--- src/i2a_pkg.sv ---
// shared types, constants and helpers for the integer to ascii converter
package i2a_pkg;

   localparam int VALUE_WIDTH_DEF = 32;
   localparam int VALUE_BITS = 32;
   localparam int CHAR_BITS = 8;
   localparam int DIGIT_BITS = 4;

   localparam logic [CHAR_BITS-1:0] CHAR_ZERO = 8'h30;
   localparam logic [CHAR_BITS-1:0] CHAR_NINE = 8'h39;
   localparam logic [CHAR_BITS-1:0] CHAR_HEX_OFS = 8'h57;
   localparam logic [CHAR_BITS-1:0] CHAR_HEX_LO = 8'h61;
   localparam logic [CHAR_BITS-1:0] CHAR_HEX_HI = 8'h66;
   localparam logic [CHAR_BITS-1:0] CHAR_MINUS = 8'h2d;

   localparam logic [DIGIT_BITS-1:0] DIGIT_ADJ_MIN = 4'd5;
   localparam logic [DIGIT_BITS-1:0] DIGIT_ADJ = 4'd3;
   localparam logic [DIGIT_BITS-1:0] DIGIT_TEN = 4'd10;

   typedef enum logic {
      MODE_DEC = 1'b0,
      MODE_HEX = 1'b1
   } mode_type;

   typedef struct packed {
      logic                  req_type;
      logic [VALUE_BITS-1:0] value;
   } req_payload_type;

   typedef struct packed {
      logic [CHAR_BITS-1:0] char_code;
      logic                 last;
   } rsp_payload_type;

   typedef enum logic [1:0] {
      CELL_HOLD,
      CELL_CLEAR,
      CELL_BIT,
      CELL_DIGIT
   } cell_op_type;

   typedef struct packed {
      cell_op_type op;
      logic        dec;
   } cell_ctrl_type;

   typedef enum logic [2:0] {
      ST_IDLE,
      ST_CONVERT,
      ST_SKIP,
      ST_SIGN,
      ST_EMIT
   } state_type;

   function automatic logic [CHAR_BITS-1:0] digit_char(input logic [DIGIT_BITS-1:0] d);
      logic [CHAR_BITS-1:0] wide;
      wide = {{(CHAR_BITS-DIGIT_BITS){1'b0}}, d};
      if (d >= DIGIT_TEN) begin
         digit_char = wide + CHAR_HEX_OFS;
      end else begin
         digit_char = wide + CHAR_ZERO;
      end
   endfunction

endpackage

--- src/int_to_ascii_digits.sv ---
// Converts one word per request to ASCII text, signed decimal or lower-case hex, one
// character per response, most significant first, last flagged. The low VALUE_WIDTH bits
// of value are shifted one bit per cycle into a chain of digit cells (add-3 correction in
// decimal mode, plain nibble shift in hex), then leading zero digits are shifted out one
// per cycle and the remaining digits are sent one per cycle while the response side is
// ready, after a minus sign for a negative decimal value. At 32 bits the chain has 10 cells.
// A new request is taken only once the previous one has handed out its last character,
// which may still sit in the output register.
module int_to_ascii_digits #(
   parameter int VALUE_WIDTH = i2a_pkg::VALUE_WIDTH_DEF
) (
   input  logic                     clock,
   input  logic                     reset,
   input  logic                     req_valid,
   output logic                     req_ready,
   input  i2a_pkg::req_payload_type req_data,
   output logic                     rsp_valid,
   input  logic                     rsp_ready,
   output i2a_pkg::rsp_payload_type rsp_data
);

   // decimal digits of 2^(W-1), hex digits of 2^W - 1
   localparam int DecDigits = ((VALUE_WIDTH - 1) * 30103) / 100000 + 1;
   localparam int HexDigits = (VALUE_WIDTH + 3) / 4;
   localparam int NumCells  = (DecDigits > HexDigits) ? DecDigits : HexDigits;
   localparam int BitCntW   = $clog2(VALUE_WIDTH + 1);
   localparam int DigCntW   = $clog2(NumCells + 1);
   localparam logic [BitCntW-1:0] BitCntInit = BitCntW'(VALUE_WIDTH);
   localparam logic [DigCntW-1:0] DigCntInit = DigCntW'(NumCells);
   localparam logic [BitCntW-1:0] BitCntOne  = BitCntW'(1);
   localparam logic [DigCntW-1:0] DigCntOne  = DigCntW'(1);

   i2a_pkg::state_type state_ff, state_in;

   logic [VALUE_WIDTH-1:0] mag_ff, mag_in;
   logic                   neg_ff, neg_in;
   logic                   mode_ff, mode_in;
   logic [BitCntW-1:0]     bit_cnt_ff, bit_cnt_in;
   logic [DigCntW-1:0]     dig_cnt_ff, dig_cnt_in;
   logic                   rsp_valid_ff, rsp_valid_in;
   i2a_pkg::rsp_payload_type rsp_data_ff, rsp_data_in;

   logic [VALUE_WIDTH-1:0] word;
   logic                   word_neg;
   logic                   out_free;
   logic                   top_zero;
   logic                   more_digits;
   logic                   accept;
   logic                   emit_sign;
   logic                   emit_digit;
   i2a_pkg::cell_ctrl_type cell_ctrl;

   logic [NumCells-1:0]                    carry;
   logic [i2a_pkg::DIGIT_BITS-1:0]         digits [NumCells];
   logic [i2a_pkg::DIGIT_BITS-1:0]         top_digit;

   assign word        = VALUE_WIDTH'(req_data.value);
   assign word_neg    = (req_data.req_type == i2a_pkg::MODE_DEC) && word[VALUE_WIDTH-1];
   assign out_free    = !rsp_valid_ff || rsp_ready;
   assign top_digit   = digits[NumCells-1];
   assign top_zero    = (top_digit == '0);
   assign more_digits = (dig_cnt_ff > DigCntOne);

   // cell chain
   for (genvar i = 0; i < NumCells; i++) begin : g_cell
      logic                           bit_in;
      logic [i2a_pkg::DIGIT_BITS-1:0] lower_digit;
      if (i == 0) begin : g_first
         assign bit_in      = mag_ff[VALUE_WIDTH-1];
         assign lower_digit = '0;
      end else begin : g_rest
         assign bit_in      = carry[i-1];
         assign lower_digit = digits[i-1];
      end
      i2a_cell u_cell (
         .clock       (clock),
         .ctrl        (cell_ctrl),
         .bit_in      (bit_in),
         .lower_digit (lower_digit),
         .carry_out   (carry[i]),
         .digit       (digits[i])
      );
   end

   // next state
   always_comb begin
      state_in = state_ff;
      case (state_ff)
         i2a_pkg::ST_IDLE: begin
            if (req_valid) begin
               state_in = i2a_pkg::ST_CONVERT;
            end
         end
         i2a_pkg::ST_CONVERT: begin
            if (bit_cnt_ff == BitCntOne) begin
               state_in = i2a_pkg::ST_SKIP;
            end
         end
         i2a_pkg::ST_SKIP: begin
            if (!(top_zero && more_digits)) begin
               state_in = neg_ff ? i2a_pkg::ST_SIGN : i2a_pkg::ST_EMIT;
            end
         end
         i2a_pkg::ST_SIGN: begin
            if (out_free) begin
               state_in = i2a_pkg::ST_EMIT;
            end
         end
         i2a_pkg::ST_EMIT: begin
            if (out_free && !more_digits) begin
               state_in = i2a_pkg::ST_IDLE;
            end
         end
         default: state_in = i2a_pkg::ST_IDLE;
      endcase
   end

   // state outputs
   always_comb begin
      req_ready     = 1'b0;
      accept        = 1'b0;
      emit_sign     = 1'b0;
      emit_digit    = 1'b0;
      cell_ctrl.op  = i2a_pkg::CELL_HOLD;
      cell_ctrl.dec = (mode_ff == i2a_pkg::MODE_DEC);
      case (state_ff)
         i2a_pkg::ST_IDLE: begin
            req_ready = 1'b1;
            if (req_valid) begin
               accept       = 1'b1;
               cell_ctrl.op = i2a_pkg::CELL_CLEAR;
            end
         end
         i2a_pkg::ST_CONVERT: begin
            cell_ctrl.op = i2a_pkg::CELL_BIT;
         end
         i2a_pkg::ST_SKIP: begin
            if (top_zero && more_digits) begin
               cell_ctrl.op = i2a_pkg::CELL_DIGIT;
            end
         end
         i2a_pkg::ST_SIGN: begin
            emit_sign = out_free;
         end
         i2a_pkg::ST_EMIT: begin
            emit_digit = out_free;
            if (out_free) begin
               cell_ctrl.op = i2a_pkg::CELL_DIGIT;
            end
         end
         default: begin
            req_ready = 1'b0;
         end
      endcase
   end

   // datapath registers
   always_comb begin
      mag_in       = mag_ff;
      neg_in       = neg_ff;
      mode_in      = mode_ff;
      bit_cnt_in   = bit_cnt_ff;
      dig_cnt_in   = dig_cnt_ff;
      rsp_data_in  = rsp_data_ff;
      rsp_valid_in = rsp_valid_ff && !rsp_ready;
      if (accept) begin
         mag_in     = word_neg ? (~word + VALUE_WIDTH'(1)) : word;
         neg_in     = word_neg;
         mode_in    = req_data.req_type;
         bit_cnt_in = BitCntInit;
         dig_cnt_in = DigCntInit;
      end
      if (cell_ctrl.op == i2a_pkg::CELL_BIT) begin
         mag_in     = mag_ff << 1;
         bit_cnt_in = bit_cnt_ff - BitCntOne;
      end
      if (cell_ctrl.op == i2a_pkg::CELL_DIGIT) begin
         dig_cnt_in = dig_cnt_ff - DigCntOne;
      end
      if (emit_sign) begin
         rsp_valid_in          = 1'b1;
         rsp_data_in.char_code = i2a_pkg::CHAR_MINUS;
         rsp_data_in.last      = 1'b0;
      end
      if (emit_digit) begin
         rsp_valid_in          = 1'b1;
         rsp_data_in.char_code = i2a_pkg::digit_char(top_digit);
         rsp_data_in.last      = !more_digits;
      end
   end

   always_ff @(posedge clock) begin
      if (reset) begin
         state_ff     <= i2a_pkg::ST_IDLE;
         rsp_valid_ff <= 1'b0;
      end else begin
         state_ff     <= state_in;
         rsp_valid_ff <= rsp_valid_in;
      end
   end

   always_ff @(posedge clock) begin
      mag_ff      <= mag_in;
      neg_ff      <= neg_in;
      mode_ff     <= mode_in;
      bit_cnt_ff  <= bit_cnt_in;
      dig_cnt_ff  <= dig_cnt_in;
      rsp_data_ff <= rsp_data_in;
   end

   assign rsp_valid = rsp_valid_ff;
   assign rsp_data  = rsp_data_ff;

endmodule

--- src/i2a_cell.sv ---
// one digit cell of the shift-and-adjust conversion chain
module i2a_cell (
   input  logic                             clock,
   input  i2a_pkg::cell_ctrl_type           ctrl,
   input  logic                             bit_in,
   input  logic [i2a_pkg::DIGIT_BITS-1:0]   lower_digit,
   output logic                             carry_out,
   output logic [i2a_pkg::DIGIT_BITS-1:0]   digit
);

   logic [i2a_pkg::DIGIT_BITS-1:0] digit_ff;
   logic [i2a_pkg::DIGIT_BITS-1:0] digit_in;
   logic [i2a_pkg::DIGIT_BITS-1:0] adj;

   // add-3 correction keeps the nibble a valid bcd digit after the doubling
   always_comb begin
      if (ctrl.dec && digit_ff >= i2a_pkg::DIGIT_ADJ_MIN) begin
         adj = digit_ff + i2a_pkg::DIGIT_ADJ;
      end else begin
         adj = digit_ff;
      end
   end

   always_comb begin
      case (ctrl.op)
         i2a_pkg::CELL_HOLD:  digit_in = digit_ff;
         i2a_pkg::CELL_CLEAR: digit_in = '0;
         i2a_pkg::CELL_BIT:   digit_in = {adj[i2a_pkg::DIGIT_BITS-2:0], bit_in};
         i2a_pkg::CELL_DIGIT: digit_in = lower_digit;
         default:             digit_in = digit_ff;
      endcase
   end

   always_ff @(posedge clock) begin
      digit_ff <= digit_in;
   end

   assign carry_out = adj[i2a_pkg::DIGIT_BITS-1];
   assign digit     = digit_ff;

endmodule

--- config.mk ---
export PLATFORM = sky130hd
export DESIGN_NAME = int_to_ascii_digits
export DESIGN_NICKNAME = d
export VERILOG_FILES = /design/src/i2a_pkg.sv /design/src/int_to_ascii_digits.sv /design/src/i2a_cell.sv
export SDC_FILE = /design/constraint.sdc
export NUM_CORES = 1
export LEC_CHECK = 0
export BUFFER_PORTS_ARGS = -buffer_cell sky130_fd_sc_hd__buf_2
export CELL_PAD_IN_SITES_DETAIL_PLACEMENT = 1
export CELL_PAD_IN_SITES_GLOBAL_PLACEMENT = 1
export CORE_MARGIN = 2
export CORE_UTILIZATION = 43
export DETAILED_ROUTE_END_ITERATION = 8
export HOLD_SLACK_MARGIN = 0.15
export PLACE_DENSITY_LB_ADDON = 0.1
export SLEW_MARGIN = 30
export SYNTH_ARGS = -nofsm -noshare
export SYNTH_HDL_FRONTEND = slang
export SYNTH_SLANG_ARGS = --single-unit
--- constraint.sdc ---
create_clock -name clock -period 3.35 [get_ports clock]
set_clock_uncertainty 0.05 [all_clocks]
set_input_delay 1.005 -clock clock [delete_from_list [all_inputs] [get_ports clock]]
set_output_delay 1.005 -clock clock [all_outputs]
set_load 0.05 [all_outputs]
* Yosys cells after proc, flatten, opt, wreduce, memory -nomap -nowiden
Cells that the tools add are included.
W data, S select, Z words.
** Word-level totals
- Word-level logic and storage cells :: 137
- Register bits :: 97
- Input port bits :: 37
** Cells by class
- $add $sub $neg :: 15
- Reductions and logical operators :: 26
- Equal/unequal tests :: 13
- Multiplexer cells :: 48
- $lt $le $gt $ge :: 12
- Bitwise logic cells :: 3
** Operator list (number)
- $pmux W4 S3 :: 9
- $mux W32 :: 3
- $mux W4 :: 11
- $ge A4 B3 Y1 const B :: 10
- $add A4 B2 Y4 const B :: 9
- $add A32 B1 Y32 const B :: 1
- $not A32 Y32 :: 1
- $mux W3 :: 7
- $mux W9 :: 2
- $pmux W3 S5 :: 1
- $logic_and A1 B1 Y1 :: 14
- $mux W6 :: 2
- $ne A2 B2 Y1 const B :: 5
- $add A4 B7 Y8 const B :: 1
- $mux W1 :: 8
- $mux W8 :: 1
- $pmux W2 S4 :: 1
- $pmux W4 S2 :: 1
- $add A4 B6 Y7 const B :: 1
- $eq A3 B2 Y1 const B :: 2
- $eq A6 B1 Y1 const B :: 1
- $reduce_bool A2 Y1 :: 3
- $sub A6 B1 Y6 const B :: 1
- $reduce_and A5 Y1 :: 1
- other kinds (16) :: 21

* Longest topological paths before layout
Gate-level depths: netlist of the first run.
- Depth in word-level cells :: 7
- Gate-level depth with buffers :: 9

* Cells and area by module
A second synthesis of the first run with hierarchy kept.
** Second synthesis, totals
- Cells, all modules :: 624
- Area, all modules :: 6272.3 um^2
** Modules (own cells, without submodules)
- int_to_ascii_digits :: cells each 334, sequential area each 1631.6 um^2, instances 1, area each 3319.4 um^2
- i2a_cell :: cells each 29, sequential area each 120.1 um^2, instances 10, area each 295.3 um^2

* Least setup slack after synthesis of the first run
OpenSTA, ideal clock, no wires.
- Path type :: register to register
- Start :: register state_ff[0]
- End :: register g_cell[0].u_cell.digit_ff, in the netlist g_cell[0].u_cell.digit[0] (enable)
- Arrival :: 3.231 ns
- Period minus slack after synthesis :: 3.687 ns
- Data required time :: 2.894 ns
- Buffers on the path :: 2
- Cell stages (with the launch flop) :: 6
- Setup slack :: -0.337 ns
- Cell sequence :: dfxtp_1 clkbuf_1 nor3_1 nand2_1 clkbuf_1 nand4_1
** On the way
- Longest elaborated chain between the ends :: 3
- Elaborated cells between the ends (all ways) :: 6
** RTL lines
- start, declared :: RTL line int_to_ascii_digits.sv:33 : i2a_pkg::state_type state_ff, state_in;
- start signal, assigned :: RTL line int_to_ascii_digits.sv:194 : state_ff <= i2a_pkg::ST_IDLE;
- start signal, assigned :: RTL line int_to_ascii_digits.sv:197 : state_ff <= state_in;
- $eq A3 B3 Y1, or another cell as far along :: RTL line int_to_ascii_digits.sv:126 : case (state_ff)
- $pmux W2 S4 * :: RTL line int_to_ascii_digits.sv:126
- $logic_not A2 Y1 * :: RTL line i2a_cell.sv:25 : case (ctrl.op)
- end signal, assigned :: RTL line i2a_cell.sv:35 : digit_ff <= digit_in;
- end, declared :: RTL line i2a_cell.sv:11 : logic [i2a_pkg::DIGIT_BITS-1:0] digit_ff;
Mark *: on every way between the ends. The rest lies on a longest branch, timed or not.
A chain may end at the register's enable or synchronous reset.

* Worst setup path in the final report of the first run
- Start :: input port req_data[0] (netlist name)
- End :: register mag_ff[19], data pin
** On the way
- Longest elaborated chain between the ends :: 5
** RTL lines
- start, declared :: RTL line int_to_ascii_digits.sv:16 : input i2a_pkg::req_payload_type req_data,
- $not A32 Y32 :: RTL line int_to_ascii_digits.sv:167 : mag_in = word_neg ? (~word + VALUE_WIDTH'(1)) : word;
- $add A32 B1 Y32 :: RTL line int_to_ascii_digits.sv:167
- $mux W32 :: RTL line int_to_ascii_digits.sv:167
- $mux W32 :: RTL line int_to_ascii_digits.sv:166 : if (accept) begin
- $mux W32 :: RTL line int_to_ascii_digits.sv:173 : if (cell_ctrl.op == i2a_pkg::CELL_BIT) begin
- via mag_in[19] :: RTL line int_to_ascii_digits.sv:35 : logic [VALUE_WIDTH-1:0] mag_ff, mag_in;
- end signal, assigned :: RTL line int_to_ascii_digits.sv:203 : mag_ff <= mag_in;
- end, declared :: RTL line int_to_ascii_digits.sv:35
The timed path passes the listed nets, and every way through them passes these cells. The select of a mux whose other input is x is not followed.

==> results of run 1 <==
cell usage after synthesis, drive strengths merged (2+ instances only):
cell type	number	area share
edfxtp	91	0.47
o21ai	76	0.065
nand2	68	0.044
nor2	36	0.023
inv	32	0.020
xor2	31	0.046
a21oi	30	0.026
ha	26	0.055
clkbuf	23	0.015
xnor2	23	0.034
nor3	16	0.014
or4	16	0.021
nand2b	14	0.015
or3	13	0.014
a21o	10	0.013
mux2i	10	0.017
o31ai	10	0.015
a22o	9	0.013
buf	6	0.0060
dfxtp	5	0.017
nor4	5	0.0053
nand4	4	0.0043
nand3	3	0.0026
nor2b	3	0.0032
o41ai	3	0.011
a211oi	2	0.0026
a31oi	2	0.0021
o311ai	2	0.0030
power breakdown:
| group | leakage, nW | switching, W | internal (W) |
|---|---|---|---|
| Sequential | 0.942 | 0.000445 | 0.00217 |
| Clock | 0.165 | 0.000457 | 0.000694 |
| Combinational | 1.36 | 0.00149 | 0.000842 |
| Total | 2.47 | 0.00239 | 0.00371 |
through the flow:
| step | setup WS (ns) | total power [W] | hold slack [ns] | util |
|---|---|---|---|---|
| 5_1_grt | 0.382 | 0.00657 | 0.440 | 0.500 |
| 6_report | 0.445 | 0.00610 | 0.406 | 0.500 |
| 4_1_cts | 0.446 | 0.00617 | 0.409 | 0.500 |
| 2_1_floorplan | 0.00411 | 0.00425 | 0.387 | - |
| 3_3_place_gp | 0.207 | 0.00484 | 0.396 | 0.473 |
| 3_5_place_dp | 0.0820 | 0.00498 | 0.400 | 0.475 |
worst reg2reg max path, cell delays in order, from the launching register on:
cell	delay, ns
edfxtp_1	0.50
inv_1	0.16
ha_1	0.27
nor4b_1	0.30
o311ai_1	0.29
nand2_1	0.14
buf_4	0.38
nand2_1	0.14
o21ai_0	0.10
cell type report:
| type | count | area [µm²] |
|---|---|---|
| clock buffers | 11 | 253 |
| clock inverters | 5 | 78.8 |
| fillers | 1499 | 6650 |
| inverters | 32 | 120 |
| multi-input cells | 431 | 2800 |
| flip-flops and latches | 96 | 2830 |
| well taps | 176 | 220 |
| repair buffers | 59 | 335 |
final timing paths:
check	end	slack, ns	cells after the start	start
max reg2reg	g_cell[3].u_cell.digit[1]	0.86	8	g_cell[9].u_cell.digit[1]
min	mag_ff[0]	0.41	2	mag_ff[0]
min reg2reg	mag_ff[0]	0.41	2	mag_ff[0]
max	mag_ff[19]	0.44	6	req_data[0]
routing by layer:
metal,GRT usage,vias to the layer above,wire length (µm)
li1,-,2210,-
met3,0.0269,15,460
met5,0,-,0
met2,0.347,83,6840
met1,0.253,2260,6340
met4,0.0683,0,209
state kept, by name, indices dropped and copies added, names as in the netlist:
register and cells:
dig_cnt_ff 4, bit_cnt_ff 6, mode_ff 1, neg_ff 1, g_cell.u_cell.digit 40, mag_ff 32
rsp_valid 1, rsp_data 8, state_ff 3
logic make-up (layout without fill, tap and decap cells):
family                     after synthesis  after routing  synth area share
and+or+nand+nor                        186            186             0.156
xor gates and xnor gates                54             54            0.0806
buffers and inverters                   61            107            0.0412
AOI/OAI and AO/OA                      154            154             0.166
other                                    1              1          0.000639
muxes                                   10             10            0.0171
DFF                                     96             96             0.483
adders and majority gates               26             26            0.0555
==> impl_metrics.py, run 1 <==
metrics = {
    "outcome": {
        "status": "finished clean",
    },
    "synthesis": {
        "syn_area_per_cell_um2": 9.97,
        "syn_nets": 651,
        "synthArstFlopShare": 0,
        "yosysUniqueCellTypes": 55,
        "synth.ff_latch_count": 96,
        "syn_area_um2": 5860,
        "ys_seq_area_frac": 0.483,
        "synth_cells": 588,
        "synth_edf_count": 91,
        "ys.flop_type": "edfxtp_1",
        "yosys_warnings": 0,
    },
    "sta": {
        "slew_violations": 0,
        "fmax_ghz": 0.344,
        "rsz0062_at_grt": "no",
        "finalHoldViolCount": 0,
        "maxSlewHeadroom": 0.522,
        "post-route-period-util": 0.867,
        "tns_ns": 0,
        "worstMarginPinSlew_ns": 0.706,
        "setup_viol": 0,
        "fin_crit_ns": 2.91,
    },
    "placed_design": {
        "post-dp-hpwl_um": 9790,
        "placed_cell_area_um2": 6310,
        "dp_cells": 794,
        "port_buffers": 46,
        "gp_congestion": 0.800,
    },
    "setup_path": {
        "startpoint_type": "input pin",
        "cp_top_family": "simple AND/OR/NAND/NOR gates",
        "path_max_fanout": 9,
        "end_kind": "register",
        "crit_buf_inv": 1,
        "cp_slowest_cell": "or4_1",
        "path_class": "input pin to register",
        "path_cells": "buf_2 > or4_1 > or3_1 > o41ai_4 > xor2_1 > o21ai_1",
        "max_stage_delay_ns": 0.62,
        "worstPathRequired_ns": 3.38,
        "critPathArrivalTime_ns": 2.94,
    },
    "finish": {
        "diodes": 0,
        "area_growth_syn_to_layout_pct": 13.2,
        "layout_common_cells": "edfxtp_1, o21ai_0, nand2_1",
        "nets": 692,
        "fin_area_um2": 6640,
        "final_cells": 810,
        "final_common_cell": "edfxtp_1",
        "drive_gt1_frac": 0.137,
    },
    "cts": {
        "cts.sinks": 96,
        "cts_buffers": 9,
        "clk_latency_ns": 0.35,
        "clkTransAtPathRegs_ns": 0.07,
        "root_buffer": "clkbuf_16",
        "htree_levels": 3,
        "clockBufferDepth": 2,
        "cts_tree": "built",
        "cts_resized": 0,
        "cts_hold_buf": 0,
        "postCtsSetupBuffers": 0,
    },
    "detailed_routing": {
        "antenna_left": 0,
        "viasPerCell": 5.64,
        "vias": 4568,
        "dr.pass1.iters": 5,
        "drc": 0,
        "drt-wirelength-per-cell_um": 17.1,
        "routed_wl_um": 13900,
        "drt-initial-drc-count": 286,
    },
    "power_and_ir_drop": {
        "ir_drop_uv": 393,
        "p_leak_nw": 2.47,
        "powerDensity_nw_per_um2": 919,
    },
    "hold_path": {
        "min-delay-path-class": "register to register",
    },
    "floorplan": {
        "die_height_um": 121,
        "core_area_um2": 13300,
        "initial_utilization": 0.441,
        "ios": 48,
        "die_area_um2": 14600,
        "core.rowCount": 42,
        "die_width_um": 121,
    },
    "global_route": {
        "track_usage": 0.199,
        "antenna_found_initial": 0,
        "grt_max_degree": 39,
        "grt_first_pass_wirelength_um": 23100,
        "grt-ovfl-total": 0,
        "grt_pass1_vias": 4653,
    },
    "job": {
        "cap_violations": 0,
    },
}
(Power assumes the default switching activity.)
==> inputs of run 2 (changes only) <==
--- a/config.mk
+++ b/config.mk
@@ -8,6 +8,7 @@
 export BUFFER_PORTS_ARGS = -buffer_cell sky130_fd_sc_hd__buf_2
 export CELL_PAD_IN_SITES_DETAIL_PLACEMENT = 1
 export CELL_PAD_IN_SITES_GLOBAL_PLACEMENT = 1
+export CORE_ASPECT_RATIO = 0.5
 export CORE_MARGIN = 2
 export CORE_UTILIZATION = 43
 export DETAILED_ROUTE_END_ITERATION = 8
==> run 2 against run 1 <==
Effect of this change:
- setup slack better by 0.021 ns
- sequential share of layout area hardly changed
- cell count stayed put
- sequential power hardly changed
- cell area hardly changed
- critical path depth stayed put
- wire length is 3.0% higher
- clock-buffer cell count is 2 higher
- global-route usage is 0.63 points higher
- hold slack better by 0.0043 ns
- sequential cell count stayed put
==> impl_metrics.py, run 2 (synthesized netlist as in run 1, its figures left out) <==
metrics = {
    "sta": {
        "maxSlewHeadroom": 0.506,
        "worstMarginPinSlew_ns": 0.738,
        "tns_ns": 0,
        "fin_hold_ws_ns": 0.410,
        "fmax_ghz": 0.347,
        "setup_viol": 0,
        "post-route-period-util": 0.861,
        "fin_crit_ns": 2.88,
        "finalHoldViolCount": 0,
        "rsz0062_at_grt": "no",
        "slew_violations": 0,
    },
    "finish": {
        "area_growth_syn_to_layout_pct": 13.3,
        "final_common_cell": "edfxtp_1",
        "diodes": 0,
        "fillers": 1532,
        "drive_gt1_frac": 0.132,
        "largest_reg_flops": 40,
        "nets": 692,
        "layout_common_cells": "edfxtp_1, o21ai_0, nand2_1",
    },
    "global_route": {
        "antenna_found_initial": 0,
        "track_usage": 0.205,
        "grt_pass1_vias": 4706,
        "grt_first_pass_wirelength_um": 23900,
        "grt_max_degree": 41,
        "grt-ovfl-total": 0,
    },
    "setup_path": {
        "worstPathRequired_ns": 3.39,
        "path_cells": "buf_2 > or4_1 > or3_1 > o41ai_4 > xor2_1 > o21ai_1",
        "critPathArrivalTime_ns": 2.93,
        "startpoint_type": "input pin",
        "cp_slowest_cell": "or4_1",
        "end_kind": "register",
        "crit_buf_inv": 1,
        "max_stage_delay_ns": 0.62,
        "path_max_fanout": 9,
        "cp_top_family": "simple AND/OR/NAND/NOR gates",
        "path_class": "input pin to register",
    },
    "power_and_ir_drop": {
        "p_leak_nw": 2.46,
        "power_w": 0.00605,
        "ir_drop_uv": 420,
        "powerDensity_nw_per_um2": 911,
    },
    "placed_design": {
        "gp_congestion": 0.862,
        "post-dp-hpwl_um": 10100,
        "port_buffers": 46,
    },
    "detailed_routing": {
        "drc": 0,
        "dr.pass1.iters": 4,
        "viasPerCell": 5.61,
        "antenna_left": 0,
        "vias": 4542,
        "drt-initial-drc-count": 298,
        "routed_wl_um": 14300,
        "drt-wirelength-per-cell_um": 17.6,
    },
    "floorplan": {
        "die_height_um": 86.6,
        "die_width_um": 169,
        "ios": 48,
        "die_area_um2": 14600,
        "core_area_um2": 13400,
        "initial_utilization": 0.436,
        "core.rowCount": 30,
    },
    "cts": {
        "root_buffer": "clkbuf_16",
        "cts_buffers": 9,
        "htree_levels": 3,
        "postCtsSetupBuffers": 0,
        "cts.sinks": 96,
        "clk_latency_ns": 0.34,
        "cts_resized": 0,
        "clockBufferDepth": 2,
        "clkTransAtPathRegs_ns": 0.07,
        "cts_hold_buf": 0,
        "cts_tree": "built",
    },
    "outcome": {
        "status": "finished clean",
    },
    "job": {
        "cap_violations": 0,
    },
    "hold_path": {
        "min-delay-path-class": "register to register",
    },
}
==> run 2: layout make-up <==
class,count,area [µm²],area share
sequential,96,2830,0.426
multi-input combinational,431,2800,0.421
timing repair buffer,59,373,0.0561
clock buffer,13,260,0.0392
tap,176,220,0.0331
inverter,32,120,0.0181
clock inverter,3,40.0,0.00602
==> run 2: path summary, 6_finish.rpt <==
check	depth (start not counted)	from	to	slack (ns)
max	6	req_data[2]	mag_ff[25]	0.47
min	2	mag_ff[0]	mag_ff[0]	0.41
max reg2reg	7	g_cell[9].u_cell.digit[1]	state_ff[0]	0.89
min reg2reg	2	mag_ff[0]	mag_ff[0]	0.41
==> run 2: per-layer routing <==
layer	wire length, µm	global-route usage
met1	6800	0.271
met3	490	0.0379
met2	6720	0.349
met5	0	0
met4	253	0.0622
==> run 2: stage by stage <==
stage,utilization,setup slack (ns),instances,area [µm²]
final,0.495,0.466,810,6650
after global routing,0.495,0.412,810,6650
after CTS,0.495,0.489,810,6650
after detailed placement,0.472,0.121,794,6350
after global placement,0.471,0.205,792,6320
after floorplan,-,0.00411,588,5880
==> run 2: report_power, final <==
group	internal (W)	switching, W	leakage, nW
clock	0.000618	0.000437	0.150
combinational	0.000877	0.00152	1.37
sequential	0.00217	0.000435	0.942
total	0.00367	0.00239	2.46
==> run 2: worst register-to-register path: cells and delay by family (launching register included) <==
kind | cells | cell delay, ns
AOI/OAI and AO/OA | 4 | 1.06
DFF | 1 | 0.48
and+or+nand+nor | 1 | 0.32
adders and majority gates | 1 | 0.28
buffers and inverters | 1 | 0.16
